File: src/rtl/isa_pkg.sv
`default_nettype none
// ----------------------------------------------------------------------------
// isa_pkg
// Shared types and codes for the indexed scatter-add block: operation codes,
// status codes, register map and the result bundle.
// ----------------------------------------------------------------------------
package isa_pkg;

  localparam int unsigned DATA_W = 32;
  localparam int unsigned FUNC_W = 2;
  localparam int unsigned STAT_W = 2;
  localparam int unsigned ROW_W  = 10;
  localparam int unsigned COL_W  = 4;
  localparam int unsigned RW_W   = 5;

  // operation codes
  localparam logic [FUNC_W-1:0] FUNC_WRITE = 2'd0;
  localparam logic [FUNC_W-1:0] FUNC_ACCUM = 2'd1;
  localparam logic [FUNC_W-1:0] FUNC_READ  = 2'd2;

  // status codes
  localparam logic [STAT_W-1:0] ST_OK     = 2'd0;
  localparam logic [STAT_W-1:0] ST_REJECT = 2'd1;
  localparam logic [STAT_W-1:0] ST_SAT    = 2'd2;

  // register map (word index)
  localparam logic REG_ROW_WIDTH = 1'b0;
  localparam logic [RW_W-1:0] ROW_WIDTH_RST = 5'd16;

  // one result beat
  typedef struct packed {
    logic              valid;
    logic [DATA_W-1:0] value;
    logic [STAT_W-1:0] status;
  } isa_result_t;

endpackage
`default_nettype wire

File: src/rtl/isa_pipe.sv
`default_nettype none
// ----------------------------------------------------------------------------
// isa_pipe
// Read-modify-write datapath: address and range check at accept, RAM read,
// then add with saturation and write back, with forwarding of the previous
// write so that beats to the same entry may follow each other directly.
// ----------------------------------------------------------------------------
module isa_pipe
  import isa_pkg::*;
#(
  parameter int unsigned MAX_ROWS = 1024,
  parameter int unsigned MAX_COLS = 16,
  localparam int unsigned DEPTH   = MAX_ROWS * MAX_COLS,
  localparam int unsigned AW      = (DEPTH > 1) ? $clog2(DEPTH) : 1
) (
  input  wire logic              clk_i,
  input  wire logic              rst_ni,
  input  wire logic              accept_i,
  input  wire logic [FUNC_W-1:0] func_i,
  input  wire logic [ROW_W-1:0]  dst_row_i,
  input  wire logic [COL_W-1:0]  col_i,
  input  wire logic [DATA_W-1:0] value_i,
  input  wire logic [RW_W-1:0]   row_width_i,
  // ram read side
  output logic                   rd_en_o,
  output logic      [AW-1:0]     rd_addr_o,
  input  wire logic [DATA_W-1:0] rd_data_i,
  // ram write side
  output logic                   wr_en_o,
  output logic      [AW-1:0]     wr_addr_o,
  output logic      [DATA_W-1:0] wr_data_o,
  // result
  output isa_result_t            result_o
);

  localparam int unsigned PW = ROW_W + $clog2(MAX_COLS + 1) + 1;

  // accept stage: range check and linear address
  logic          reject;
  logic [PW-1:0] row_offs;
  logic [PW-1:0] lin_addr;

  assign reject = ({1'b0, col_i} >= row_width_i) ||
                  (32'(col_i) >= 32'(MAX_COLS)) ||
                  (32'(dst_row_i) >= 32'(MAX_ROWS));
  assign row_offs = PW'(dst_row_i) * PW'(MAX_COLS);
  assign lin_addr = row_offs + PW'(col_i);

  assign rd_en_o   = accept_i && !reject;
  assign rd_addr_o = AW'(lin_addr);

  // stage 1 registers
  logic              s1_vld_q;
  logic              s1_rej_q;
  logic [FUNC_W-1:0] s1_func_q;
  logic [AW-1:0]     s1_addr_q;
  logic [DATA_W-1:0] s1_val_q;

  always_ff @(posedge clk_i or negedge rst_ni) begin
    if (!rst_ni) begin
      s1_vld_q <= 1'b0;
    end else begin
      s1_vld_q <= accept_i;
    end
  end

  always_ff @(posedge clk_i) begin
    if (accept_i) begin
      s1_rej_q  <= reject;
      s1_func_q <= func_i;
      s1_addr_q <= AW'(lin_addr);
      s1_val_q  <= value_i;
    end
  end

  // forwarding of the write made at the previous edge
  logic              lw_vld_q;
  logic [AW-1:0]     lw_addr_q;
  logic [DATA_W-1:0] lw_data_q;
  logic [DATA_W-1:0] old_val;

  assign old_val = (lw_vld_q && (lw_addr_q == s1_addr_q)) ? lw_data_q : rd_data_i;

  // add with saturation
  logic [DATA_W:0]   sum;
  logic              ovf;
  logic [DATA_W-1:0] sat_val;

  assign sum = {old_val[DATA_W-1], old_val} + {s1_val_q[DATA_W-1], s1_val_q};
  assign ovf = sum[DATA_W] != sum[DATA_W-1];
  assign sat_val = !ovf ? sum[DATA_W-1:0] :
                   (sum[DATA_W] ? {1'b1, {(DATA_W-1){1'b0}}} : {1'b0, {(DATA_W-1){1'b1}}});

  // operation select
  logic              wr_en;
  logic [DATA_W-1:0] new_val;
  logic [STAT_W-1:0] new_stat;

  always_comb begin
    wr_en    = 1'b0;
    new_val  = old_val;
    new_stat = ST_OK;
    if (s1_rej_q) begin
      new_val  = '0;
      new_stat = ST_REJECT;
    end else begin
      case (s1_func_q)
        FUNC_WRITE: begin
          wr_en   = s1_vld_q;
          new_val = s1_val_q;
        end
        FUNC_ACCUM: begin
          wr_en    = s1_vld_q;
          new_val  = sat_val;
          new_stat = ovf ? ST_SAT : ST_OK;
        end
        default: begin
          new_val = old_val;
        end
      endcase
    end
  end

  assign wr_en_o   = wr_en;
  assign wr_addr_o = s1_addr_q;
  assign wr_data_o = new_val;

  always_ff @(posedge clk_i or negedge rst_ni) begin
    if (!rst_ni) begin
      lw_vld_q <= 1'b0;
    end else begin
      lw_vld_q <= wr_en;
    end
  end

  always_ff @(posedge clk_i) begin
    if (wr_en) begin
      lw_addr_q <= s1_addr_q;
      lw_data_q <= new_val;
    end
  end

  // result register
  logic              res_vld_q;
  logic [DATA_W-1:0] res_val_q;
  logic [STAT_W-1:0] res_stat_q;

  always_ff @(posedge clk_i or negedge rst_ni) begin
    if (!rst_ni) begin
      res_vld_q <= 1'b0;
    end else begin
      res_vld_q <= s1_vld_q;
    end
  end

  always_ff @(posedge clk_i) begin
    if (s1_vld_q) begin
      res_val_q  <= new_val;
      res_stat_q <= new_stat;
    end
  end

  assign result_o.valid  = res_vld_q;
  assign result_o.value  = res_val_q;
  assign result_o.status = res_stat_q;

endmodule
`default_nettype wire

File: config.mk
export PLATFORM = sky130hd
export DESIGN_NAME = isa_pipe
export DESIGN_NICKNAME = d
export VERILOG_FILES = /design/src/rtl/isa_pkg.sv /design/src/rtl/isa_pipe.sv
export SDC_FILE = /design/constraint.sdc
export NUM_CORES = 1
export LEC_CHECK = 0
export ABC_AREA = 1
export BUFFER_PORTS_ARGS = -buffer_cell sky130_fd_sc_hd__buf_4
export CAP_MARGIN = 40
export CORE_UTILIZATION = 45
export CTS_CLUSTER_DIAMETER = 150
export DETAILED_ROUTE_END_ITERATION = 8
export HOLD_SLACK_MARGIN = 0.1
export PLACE_DENSITY = 0.68
export SKIP_LAST_GASP = 1
export SYNTH_ARGS = -nofsm -noshare
export SYNTH_HDL_FRONTEND = slang
export SYNTH_SLANG_ARGS = --single-unit
File: constraint.sdc
create_clock -name clk_i -period 4.8 [get_ports clk_i]
set_input_delay 0.48 -clock clk_i [delete_from_list [all_inputs] [get_ports clk_i]]
set_output_delay 0.48 -clock clk_i [all_outputs]
set_load 0.02 [all_outputs]
* Word-level counts from Yosys, hierarchy flattened
Cells that the tools add are included.
** Word-level totals
- Input port bits :: 88
- Memory bits (writable) :: 0
- Bits in registers :: 132
- Memories kept :: 0
- Memory bits (read-only) :: 0
- Output and inout port bits :: 97
- Latch bits :: 0
- Logic and storage cells :: 34
** Operators by class
- Div/mod/pow operators :: 0
- Reduce and logical (&&, ||, !) cells :: 6
- Add/sub/neg operators :: 2
- Shift-type cells :: 0
- Equal/unequal tests :: 3
- Order comparisons :: 1
- $mul :: 0
- Bitwise operators :: 1
- Mux-type cells :: 9
** Operators by type and width (number)
- $mux 32 :: 4
- $pmux 32 s2 :: 1
- $add 32x32->33 :: 1
- $add 14x4->14 :: 1
- $eq 14x14->1 :: 1
- $ge 4x5->1 :: 1
- $reduce_or 2->1 :: 2
- $mux 1 :: 3
- $eq 2x1->1 const B :: 1
- $logic_and 1x1->1 :: 2
- $logic_not 2->1 :: 1
- $mux 2 :: 1
- $logic_not 1->1 :: 1
- $ne 1x1->1 :: 1
- $not 1->1 :: 1

* Depth between registers and ports, before layout
Gate-level depths: netlist of run 1.
- Depth after elaboration :: 8
- Mapped depth :: 30
- Mapped depth without buffers :: 28

* Worst setup path after synthesis of run 1
Ideal clock, no wire load.
- Path kind :: flip-flop to output port
- From :: reg s1_addr_q[8], in the netlist wr_addr_o[8]
- To :: out wr_data_o[17]
- Buffers on the path :: 2
- Cell stages (with the launch flop) :: 29
- Data required time :: 4320 ps
- Arrival :: 3478 ps
- Setup slack :: 842 ps
- Path through :: edfxtp_1 -> xor2_1 -> nor2_1 -> nand4_1 -> nor2_1 -> nand2_1 -> inv_1 -> buf_2 -> nand2_1 -> nand2_1 -> ha_1 -> inv_1 -> fa_1 -> inv_1 -> nand2_1 -> nand2_1 -> nand3_1 -> nand2_2 -> nand2_2 -> nand2_4 -> nand2_2 -> nand2_1 -> nand2_2 -> nand2_4 -> nand2_4 -> buf_6 -> nand2_1 -> nand2_1 -> a21oi_1
** On the way
- Cells in the longest elaborated chain, start to end :: 8
- Elaborated cells between the ends (all ways) :: 9
- Those cells by class :: add/sub (1); eq/ne (2); mux (5); reduce/logical (1)
** RTL lines
- start, declared :: RTL line isa_pipe.sv:56 : logic [AW-1:0] s1_addr_q;
- start signal, assigned :: RTL line isa_pipe.sv:71 : s1_addr_q <= AW'(lin_addr);
- $eq 14x14->1 (*) :: RTL line isa_pipe.sv:82 : assign old_val = (lw_vld_q && (lw_addr_q == s1_addr_q)) ? lw_data_q : rd_data_i;
- $logic_and 1x1->1 (*) :: RTL line isa_pipe.sv:82
- $mux 32 (*) :: RTL line isa_pipe.sv:82
- $add 32x32->33 :: RTL line isa_pipe.sv:89 : assign sum = {old_val[DATA_W-1], old_val} + {s1_val_q[DATA_W-1], s1_val_q};
- $mux 32 or $ne 1x1->1 (tied branches) :: RTL line isa_pipe.sv:92, isa_pipe.sv:90
- $mux 32 :: RTL line isa_pipe.sv:91 : assign sat_val = !ovf ? sum[DATA_W-1:0] :
- $pmux 32 s2 (*) :: RTL line isa_pipe.sv:107 : case (s1_func_q)
- $mux 32 (*) :: RTL line isa_pipe.sv:103 : if (s1_rej_q) begin
- end, declared :: RTL line isa_pipe.sv:31 : output logic [DATA_W-1:0] wr_data_o,
Every way passes the cells marked *; elsewhere a longest branch is shown, timed or not.

* Final worst setup path of run 1
- From :: reg s1_addr_q[7], in the netlist wr_addr_o[7]
- To :: out wr_data_o[2]
Same word-level chain as after synthesis.

==> reports/metrics.yaml, run 1 <==
postRouteAntennaNets: 0
vias: 7369
netlist.top_cell.by_area: "sky130_fd_sc_hd__edfxtp_1"
timing.fmax_mhz: 213.3
detail_route.first_pass.iterations: 5
final_period_minus_worst_setup_slack_ps: 4688
cts_root_buffer: "sky130_fd_sc_hd__clkbuf_16"
synth_cell_type_count: 37
floorplan.io_pins: 185
vias_per_cell: 5.037
power_leakage_uw: 0.005472
ys_top_cells_by_area: "sky130_fd_sc_hd__edfxtp_1 47%, sky130_fd_sc_hd__nand2_1 17%, sky130_fd_sc_hd__inv_1 6.5%, sky130_fd_sc_hd__ha_1 5.5%, sky130_fd_sc_hd__a21oi_1 4.5%"
cap_viol_max_count: 0
crit_path_end_kind: "output pin"
post_route_cells_drive_above_1_share_pct: 30.39
multi_input_area_sq_um: 3956
combPwrFrac_pct: 31.3
placement.io_buffers: 184
clock_sink_count: 132
holdWs_ps: 214.9
most_instantiated_flip_flop_cell_in_the_synthesis_netlist: "sky130_fd_sc_hd__edfxtp_1"
core_area_sq_um: 17900
outcome: "finished clean"
report.final.slew_viol_count: 0
power_frac_clock_pct: 33.0
vdd_drop_max_uv: 260.2
fraction_of_the_mapped_netlist_area_in_compound_gates_pct: 8.037
reg2reg_depth: 24
postSynthCellCount: 1010
post-place-ws_ps: 209.3
number_of_global_route_vias_before_repair: 6945
initial_utilization_pct: 45.83
multiplexer_share_of_the_synthesized_area_pct: 0
synth-edff-count: 129
seqCellArea_sq_um: 3949
detailedPlacementHpwl_microns: 16540
p_int_uw: 2549
seqPwrFrac_pct: 35.7
hp-class: "input port to flip-flop"
cp_data_required_time_ps: 4320
synthSimpleGateAreaFrac_pct: 25.99
synthMostInstantiatedCell: "sky130_fd_sc_hd__nand2_1"
grt_overflow_total: 0
worst_setup_hold_path_clk_slew_ps: 80
yosys_warnings: 0
cts_tree: "done"
rr_endpoint: "lw_data_q[4]$_DFFE_PP_"
post-route-period-util_pct: 97.66
clock_path_buffers: 2
syn-mean-instance-area_sq_um: 8.123
area.growth.synth_to_final_pct: 36.59
grt_setup_unrepaired: "true"
synth.cell_area_sq_um: 8204
path_max_fanout: 11
wire_per_inst_microns: 16.97
rows: 49
timing_worst_setup_path_type: "flip-flop to output pin"
grt_antenna_before_repair: 0
tightestPinTransition_ps: 902.0
routed_wl_microns: 24830
top_cell_type_s_share_of_synthesized_area_pct: 47.22
synth_xor_xnor_area_share_pct: 2.562
die_footprint_sq_um: 18780
setup_viol: 0
filler_cell_count: 1552
reg2reg_slack_ps: 890
groute.usage.overall_pct: 24.86
hp-start: "value_i[16]"
timing_hold_violations_final: 0
sw_ratio_pct: 35.13
nNetsFinal: 1346
dpl-instance-area_sq_um: 9793
fin_area_sq_um: 11210
grt_max_degree: 52
iter_0_drt_violations: 410
holdPathEnd: "s1_val_q[16]$_DFFE_PP_"
synth-async-reset-ratio_pct: 2.273
synth_common_cells: "364 x sky130_fd_sc_hd__nand2_1, 141 x sky130_fd_sc_hd__inv_1, 129 x sky130_fd_sc_hd__edfxtp_1"
share_of_the_yosys_chip_area_belonging_to_registers_pct: 48.13
power_per_cell_area_nw_per_um2: 350.7
r2r_start: "wr_addr_o[7]$_DFFE_PP_"
postSynthNetCount: 1135
place_congestion: 0.8873
finalWorstSetupSlack_ps: 112.2
timing.critical_path.from_type: "flip-flop"
slew-limit-headroom_pct: 39.73
ctsHtreeMaxLevel: 4
synth_top_family_by_area: "simple AND/OR/NAND/NOR gates"
antenna_cells_inserted: 0
yosys.area_share.adder_pct: 5.734
cts_inserted_buffers: 17
insertion_delay_ps: 440
wire_length_of_the_first_global_routing_pass_microns: 34990
crit_arrival_ps: 4210
finalClockSkew_ps: 19.47
min_delay_path_depth: 1
drc_errors: 0
ys_seq_elements: 132
horiz_die_dim_microns: 137.0
switchingPower_uw: 1380
dieHeight_microns: 137.0
## worst max path at each step
stage | from | to | slack (ps) | depth (start not counted)
final | wr_addr_o[7]$_DFFE_PP_ | wr_data_o[2] | 110 | 23
after global routing | wr_addr_o[7]$_DFFE_PP_ | wr_data_o[24] | -70 | 29
after CTS | wr_addr_o[4]$_DFFE_PP_ | wr_data_o[18] | 6 | 25
after detailed placement | wr_addr_o[8]$_DFFE_PP_ | wr_data_o[18] | 210 | 22
after global placement | wr_addr_o[4]$_DFFE_PP_ | wr_data_o[18] | 250 | 22
after floorplan | wr_addr_o[8]$_DFFE_PP_ | wr_data_o[17] | 840 | 28
## layout by cell type (no fill, tap or decap), drive strengths merged, types with 2 or more instances in the layout
master,count
buf,225
nand3,42
a21o,2
o21ai,13
nand3b,9
inv,157
nor3,5
a21oi,91
or2,2
xor2,9
clkinv,4
edfxtp,129
ha,36
o21bai,3
xnor2,15
nor2,75
clkbuf,19
dfrtp,3
nand2,381
nand4,4
## layout make-up
class                           count  area share, %
Clock buffer                       17          3.796
Clock inverter                     15          1.373
Inverter                          147          4.969
Multi-Input combinational cell    695          35.31
Sequential cell                   132          35.24
Tap cell                          229          2.557
Timing Repair Buffer              228          16.76
## state kept, by name, indices dropped and copies added (netlist names)
| name | flops |
|---|---|
| res_vld_q | 1 |
| wr_addr_o | 14 |
| s1_vld_q | 1 |
| s1_val_q | 32 |
| s1_rej_q | 1 |
| res_val_q | 32 |
| lw_addr_q | 14 |
| res_stat_q | 2 |
| lw_vld_q | 1 |
| lw_data_q | 32 |
| s1_func_q | 2 |
## timing repair
action,CTS,global route
setup buffers,0,26
endpoints found under the setup margin,31,31
gates resized for setup,16,83
pin swaps,0,23
gates cloned,0,6
endpoints found under the hold margin,3,0
hold buffers,1,0
## power groups by stage
stage | Sequential, uW | Clock, uW | Combinational, uW
floorplan | 1460 | 0 | 620
global placement | 1420 | 0 | 985
detailed placement | 1420 | 0 | 995
CTS | 1400 | 1310 | 1030
global route | 1410 | 1350 | 1330
finish | 1400 | 1300 | 1230
## per-layer routing
metal | wire length, microns | part of all wire [%] | global-route usage (%) | up-vias
li1 | - | - | - | 3661
met1 | 10570 | 43 | 30.93 | 3415
met2 | 12070 | 49 | 41.53 | 265
met3 | 1844 | 7.4 | 6.852 | 28
met4 | 335 | 1.3 | 8.120 | 0
met5 | 0 | 0 | 0 | -
## cells by family (layout without fill, tap and decap cells)
| group | Yosys count | after routing |
|---|---|---|
| xor gates and xnor gates | 24 | 24 |
| AOI/OAI and AO/OA | 114 | 114 |
| DFF | 132 | 132 |
| adders and majority gates | 37 | 37 |
| and+or+nand+nor | 517 | 520 |
| buffers and inverters | 186 | 407 |
## through the flow
step	cells	util [%]	power (uW)	setup TNS, ps
detailed placement	1398	54.70	2418	0
finish	1463	62.59	3930	0
floorplan	1010	-	2079	0
global route	1463	62.59	4093	-803.8
CTS	1431	58.41	3734	0
global placement	1397	54.55	2407	0
## critical path: stages, from the launching register on
cell and delay, ps:
sky130_fd_sc_hd__edfxtp_1 430, sky130_fd_sc_hd__nand2_1 90, sky130_fd_sc_hd__o21ai_0 80, sky130_fd_sc_hd__nor2_1 130, sky130_fd_sc_hd__o221ai_2 110, sky130_fd_sc_hd__nor2_1 200
sky130_fd_sc_hd__nand2_4 160, sky130_fd_sc_hd__clkbuf_16 210, sky130_fd_sc_hd__nand2_1 130, sky130_fd_sc_hd__nand2_1 80, sky130_fd_sc_hd__ha_1 350, sky130_fd_sc_hd__nand2_1 160
sky130_fd_sc_hd__inv_1 50, sky130_fd_sc_hd__nand2_1 60, sky130_fd_sc_hd__nand2_1 80, sky130_fd_sc_hd__nand2_1 70, sky130_fd_sc_hd__nand2_1 70, sky130_fd_sc_hd__a21oi_2 200
sky130_fd_sc_hd__nand3_2 170, sky130_fd_sc_hd__buf_4 210, sky130_fd_sc_hd__nand4_4 220, sky130_fd_sc_hd__nand3_1 140, sky130_fd_sc_hd__a21oi_2 210, sky130_fd_sc_hd__buf_4 170
Note: power is estimated with default switching activity, not from simulation.
==> run 2: changes to the inputs <==
Settings changed: CORE_UTILIZATION 45 to 35, PLACE_DENSITY 0.68 to unset.
==> reports/metrics.yaml, run 2 (synthesis gave the netlist of run 1 again) <==
cp_data_required_time_ps: 4320  # about the same
routed_wl_microns: 25110  # +1.2%
insertion_delay_ps: 440  # about the same
antenna_cells_inserted: 0  # unchanged
groute.usage.overall_pct: 20.53  # -4.3 points
detail_route.first_pass.iterations: 5  # unchanged
area.growth.synth_to_final_pct: 34.09
reg2reg_depth: 25  # +4.2%
timing.critical_path.from_type: "flip-flop"
timing_worst_setup_path_type: "flip-flop to output pin"
tightestPinTransition_ps: 873.8  # -28.19 ps
vias: 7178  # -2.6%
vias_per_cell: 4.688  # -6.9%
vdd_drop_max_uv: 203.2  # -22%
cts_inserted_buffers: 17  # unchanged
grt_setup_unrepaired: "true"
grt.busiest_layer: "met2"
filler_cell_count: 2240  # +44%
reg2reg_slack_ps: 930  # +40 ps
grt_antenna_before_repair: 0  # unchanged
grt_max_degree: 52  # unchanged
wire_length_of_the_first_global_routing_pass_microns: 37590  # +7.4%
cts_root_buffer: "sky130_fd_sc_hd__clkbuf_16"
groute.layer.met2.usage_pct: 34.06  # -7.5 points
report.final.slew_viol_count: 0  # unchanged
cts_tree: "done"
drc_errors: 0  # unchanged
die_footprint_sq_um: 24060  # +28%
path_max_fanout: 15  # +4
ctsHtreeMaxLevel: 4  # unchanged
nNetsFinal: 1330  # -1.2%
grt_use_met3_pct: 6.351  # -0.50 points
floorplan.io_pins: 185  # unchanged
post-route-period-util_pct: 95.39  # -2.3 points
post-place-ws_ps: 338.7  # +129.4 ps
outcome: "finished clean"
postRouteAntennaNets: 0  # unchanged
hp-class: "input port to flip-flop"
power_leakage_uw: 0.005368  # -1.9%
grt_overflow_total: 0  # unchanged
core_area_sq_um: 22850  # +28%
final_period_minus_worst_setup_slack_ps: 4579  # -108.9 ps
dieHeight_microns: 155.1  # +13%
power_per_cell_area_nw_per_um2: 349.4  # -0.37%
layout_top_registers: "lw_data_q (32), res_val_q (32), s1_val_q (32)"
mostFrequentLayoutCell: "sky130_fd_sc_hd__nand2_1"
number_of_global_route_vias_before_repair: 7143  # +2.9%
horiz_die_dim_microns: 155.1  # +13%
setup_viol: 0  # unchanged
wire_per_inst_microns: 16.40  # -3.3%
final_cell_mix: "354 x sky130_fd_sc_hd__nand2_1, 201 x sky130_fd_sc_hd__buf_4, 140 x sky130_fd_sc_hd__inv_1, 129 x sky130_fd_sc_hd__edfxtp_1, 56 x sky130_fd_sc_hd__nor2_1"
timing.fmax_mhz: 218.4  # +2.4%
finalNonFillerCells: 1531  # +4.6%
post_route_cells_drive_above_1_share_pct: 29.06  # -1.3 points
place_congestion: 0.8802  # -0.80%
min_delay_path_depth: 1  # unchanged
iter_0_drt_violations: 493  # +20%
clock_path_buffers: 2  # unchanged
slew-limit-headroom_pct: 41.61  # +1.9 points
worst_setup_hold_path_clk_slew_ps: 70  # about the same
crit_path_end_kind: "output pin"
timing_hold_violations_final: 0  # unchanged
placed_cells_incl_taps: 1480  # +5.9%
rows: 55  # +12%
placement.io_buffers: 184  # unchanged
cap_viol_max_count: 0  # unchanged
initial_utilization_pct: 35.91  # -9.9 points
detailedPlacementHpwl_microns: 17670  # +6.9%
finalWorstSetupSlack_ps: 221.1  # +108.9 ps
finalClockSkew_ps: 19.82  # +0.3427 ps
use_met1_pct: 25.90  # -5.0 points
crit_arrival_ps: 4100  # -110 ps
clock_sink_count: 132  # unchanged
-- run 2: final cells by class --
class / count / area (sq um) / share of cell area (%)
Inverter: 147 / 556.8 / 5.061
Tap cell: 313 / 391.6 / 3.560
Clock inverter: 15 / 182.7 / 1.661
Multi-Input combinational cell: 694 / 3790 / 34.45
Timing Repair Buffer: 213 / 1704 / 15.49
Clock buffer: 17 / 425.4 / 3.867
Sequential cell: 132 / 3950 / 35.91
-- run 2: routing by layer --
| layer | routed length (microns) | share of wire (%) |
|---|---|---|
| met4 | 572 | 2.3 |
| met2 | 11460 | 46 |
| met3 | 1825 | 7.3 |
| met5 | 0 | 0 |
| met1 | 11250 | 45 |
-- run 2: power by group --
part	switching (uW)	internal [uW]
combinational	681	429
clock	618	704
sequential	46.9	1360
total	1350	2500
-- run 2: critical path, stage by stage (launching register included) --
cell and delay, ps:
sky130_fd_sc_hd__edfxtp_1 440, sky130_fd_sc_hd__nand2_1 80, sky130_fd_sc_hd__o21ai_0 70, sky130_fd_sc_hd__nor2_1 160
sky130_fd_sc_hd__o221ai_2 120, sky130_fd_sc_hd__nor2_2 160, sky130_fd_sc_hd__nand2_4 140, sky130_fd_sc_hd__clkbuf_16 210
sky130_fd_sc_hd__nand2_1 90, sky130_fd_sc_hd__nand2_1 60, sky130_fd_sc_hd__ha_1 370, sky130_fd_sc_hd__nand2_1 130
sky130_fd_sc_hd__nor2_1 240, sky130_fd_sc_hd__nand2_1 110, sky130_fd_sc_hd__nor2_1 150, sky130_fd_sc_hd__nand2_2 80
sky130_fd_sc_hd__nand2_1 70, sky130_fd_sc_hd__nand2_2 100, sky130_fd_sc_hd__nand2_8 160, sky130_fd_sc_hd__nand2_8 150
sky130_fd_sc_hd__nand2_1 90, sky130_fd_sc_hd__nand2_1 60, sky130_fd_sc_hd__a21oi_2 200, sky130_fd_sc_hd__buf_4 180
-- run 2: metrics by stage --
| stage | TNS (ps) | cell area, sq um | util, % | hold slack, ps | power (uW) |
|---|---|---|---|---|---|
| floorplan | 0 | 8204 | - | 184.4 | 2079 |
| global route | -426.4 | 11000 | 48.15 | 195.8 | 4043 |
| detailed placement | 0 | 9884 | 43.26 | 275.0 | 2428 |
| CTS | -18.91 | 10530 | 46.09 | 202.1 | 3769 |
| finish | 0 | 11000 | 48.15 | 212.3 | 3844 |
| global placement | 0 | 9857 | 43.14 | 272.6 | 2419 |
-- run 2: worst paths after layout --
kind                                         start                 endpoint
setup / recovery            wr_addr_o[7]$_DFFE_PP_            wr_data_o[14]
hold / removal                         value_i[20]   s1_val_q[20]$_DFFE_PP_
setup reg to reg            wr_addr_o[7]$_DFFE_PP_  res_val_q[28]$_DFFE_PP_
hold reg to reg            wr_addr_o[12]$_DFFE_PP_  lw_addr_q[12]$_DFFE_PP_
max in group asynchronous                   rst_ni       s1_vld_q$_DFF_PN0_
min in group asynchronous                   rst_ni       s1_vld_q$_DFF_PN0_
-- run 2: timing repair --
action                                  CTS  global route
pin swaps                                 0            18
hold buffers                              1             0
endpoints found under the hold margin     3             0
gates resized for setup                   7            75
setup buffers                             0            13
gates cloned                              0             5
endpoints found under the setup margin   31            32
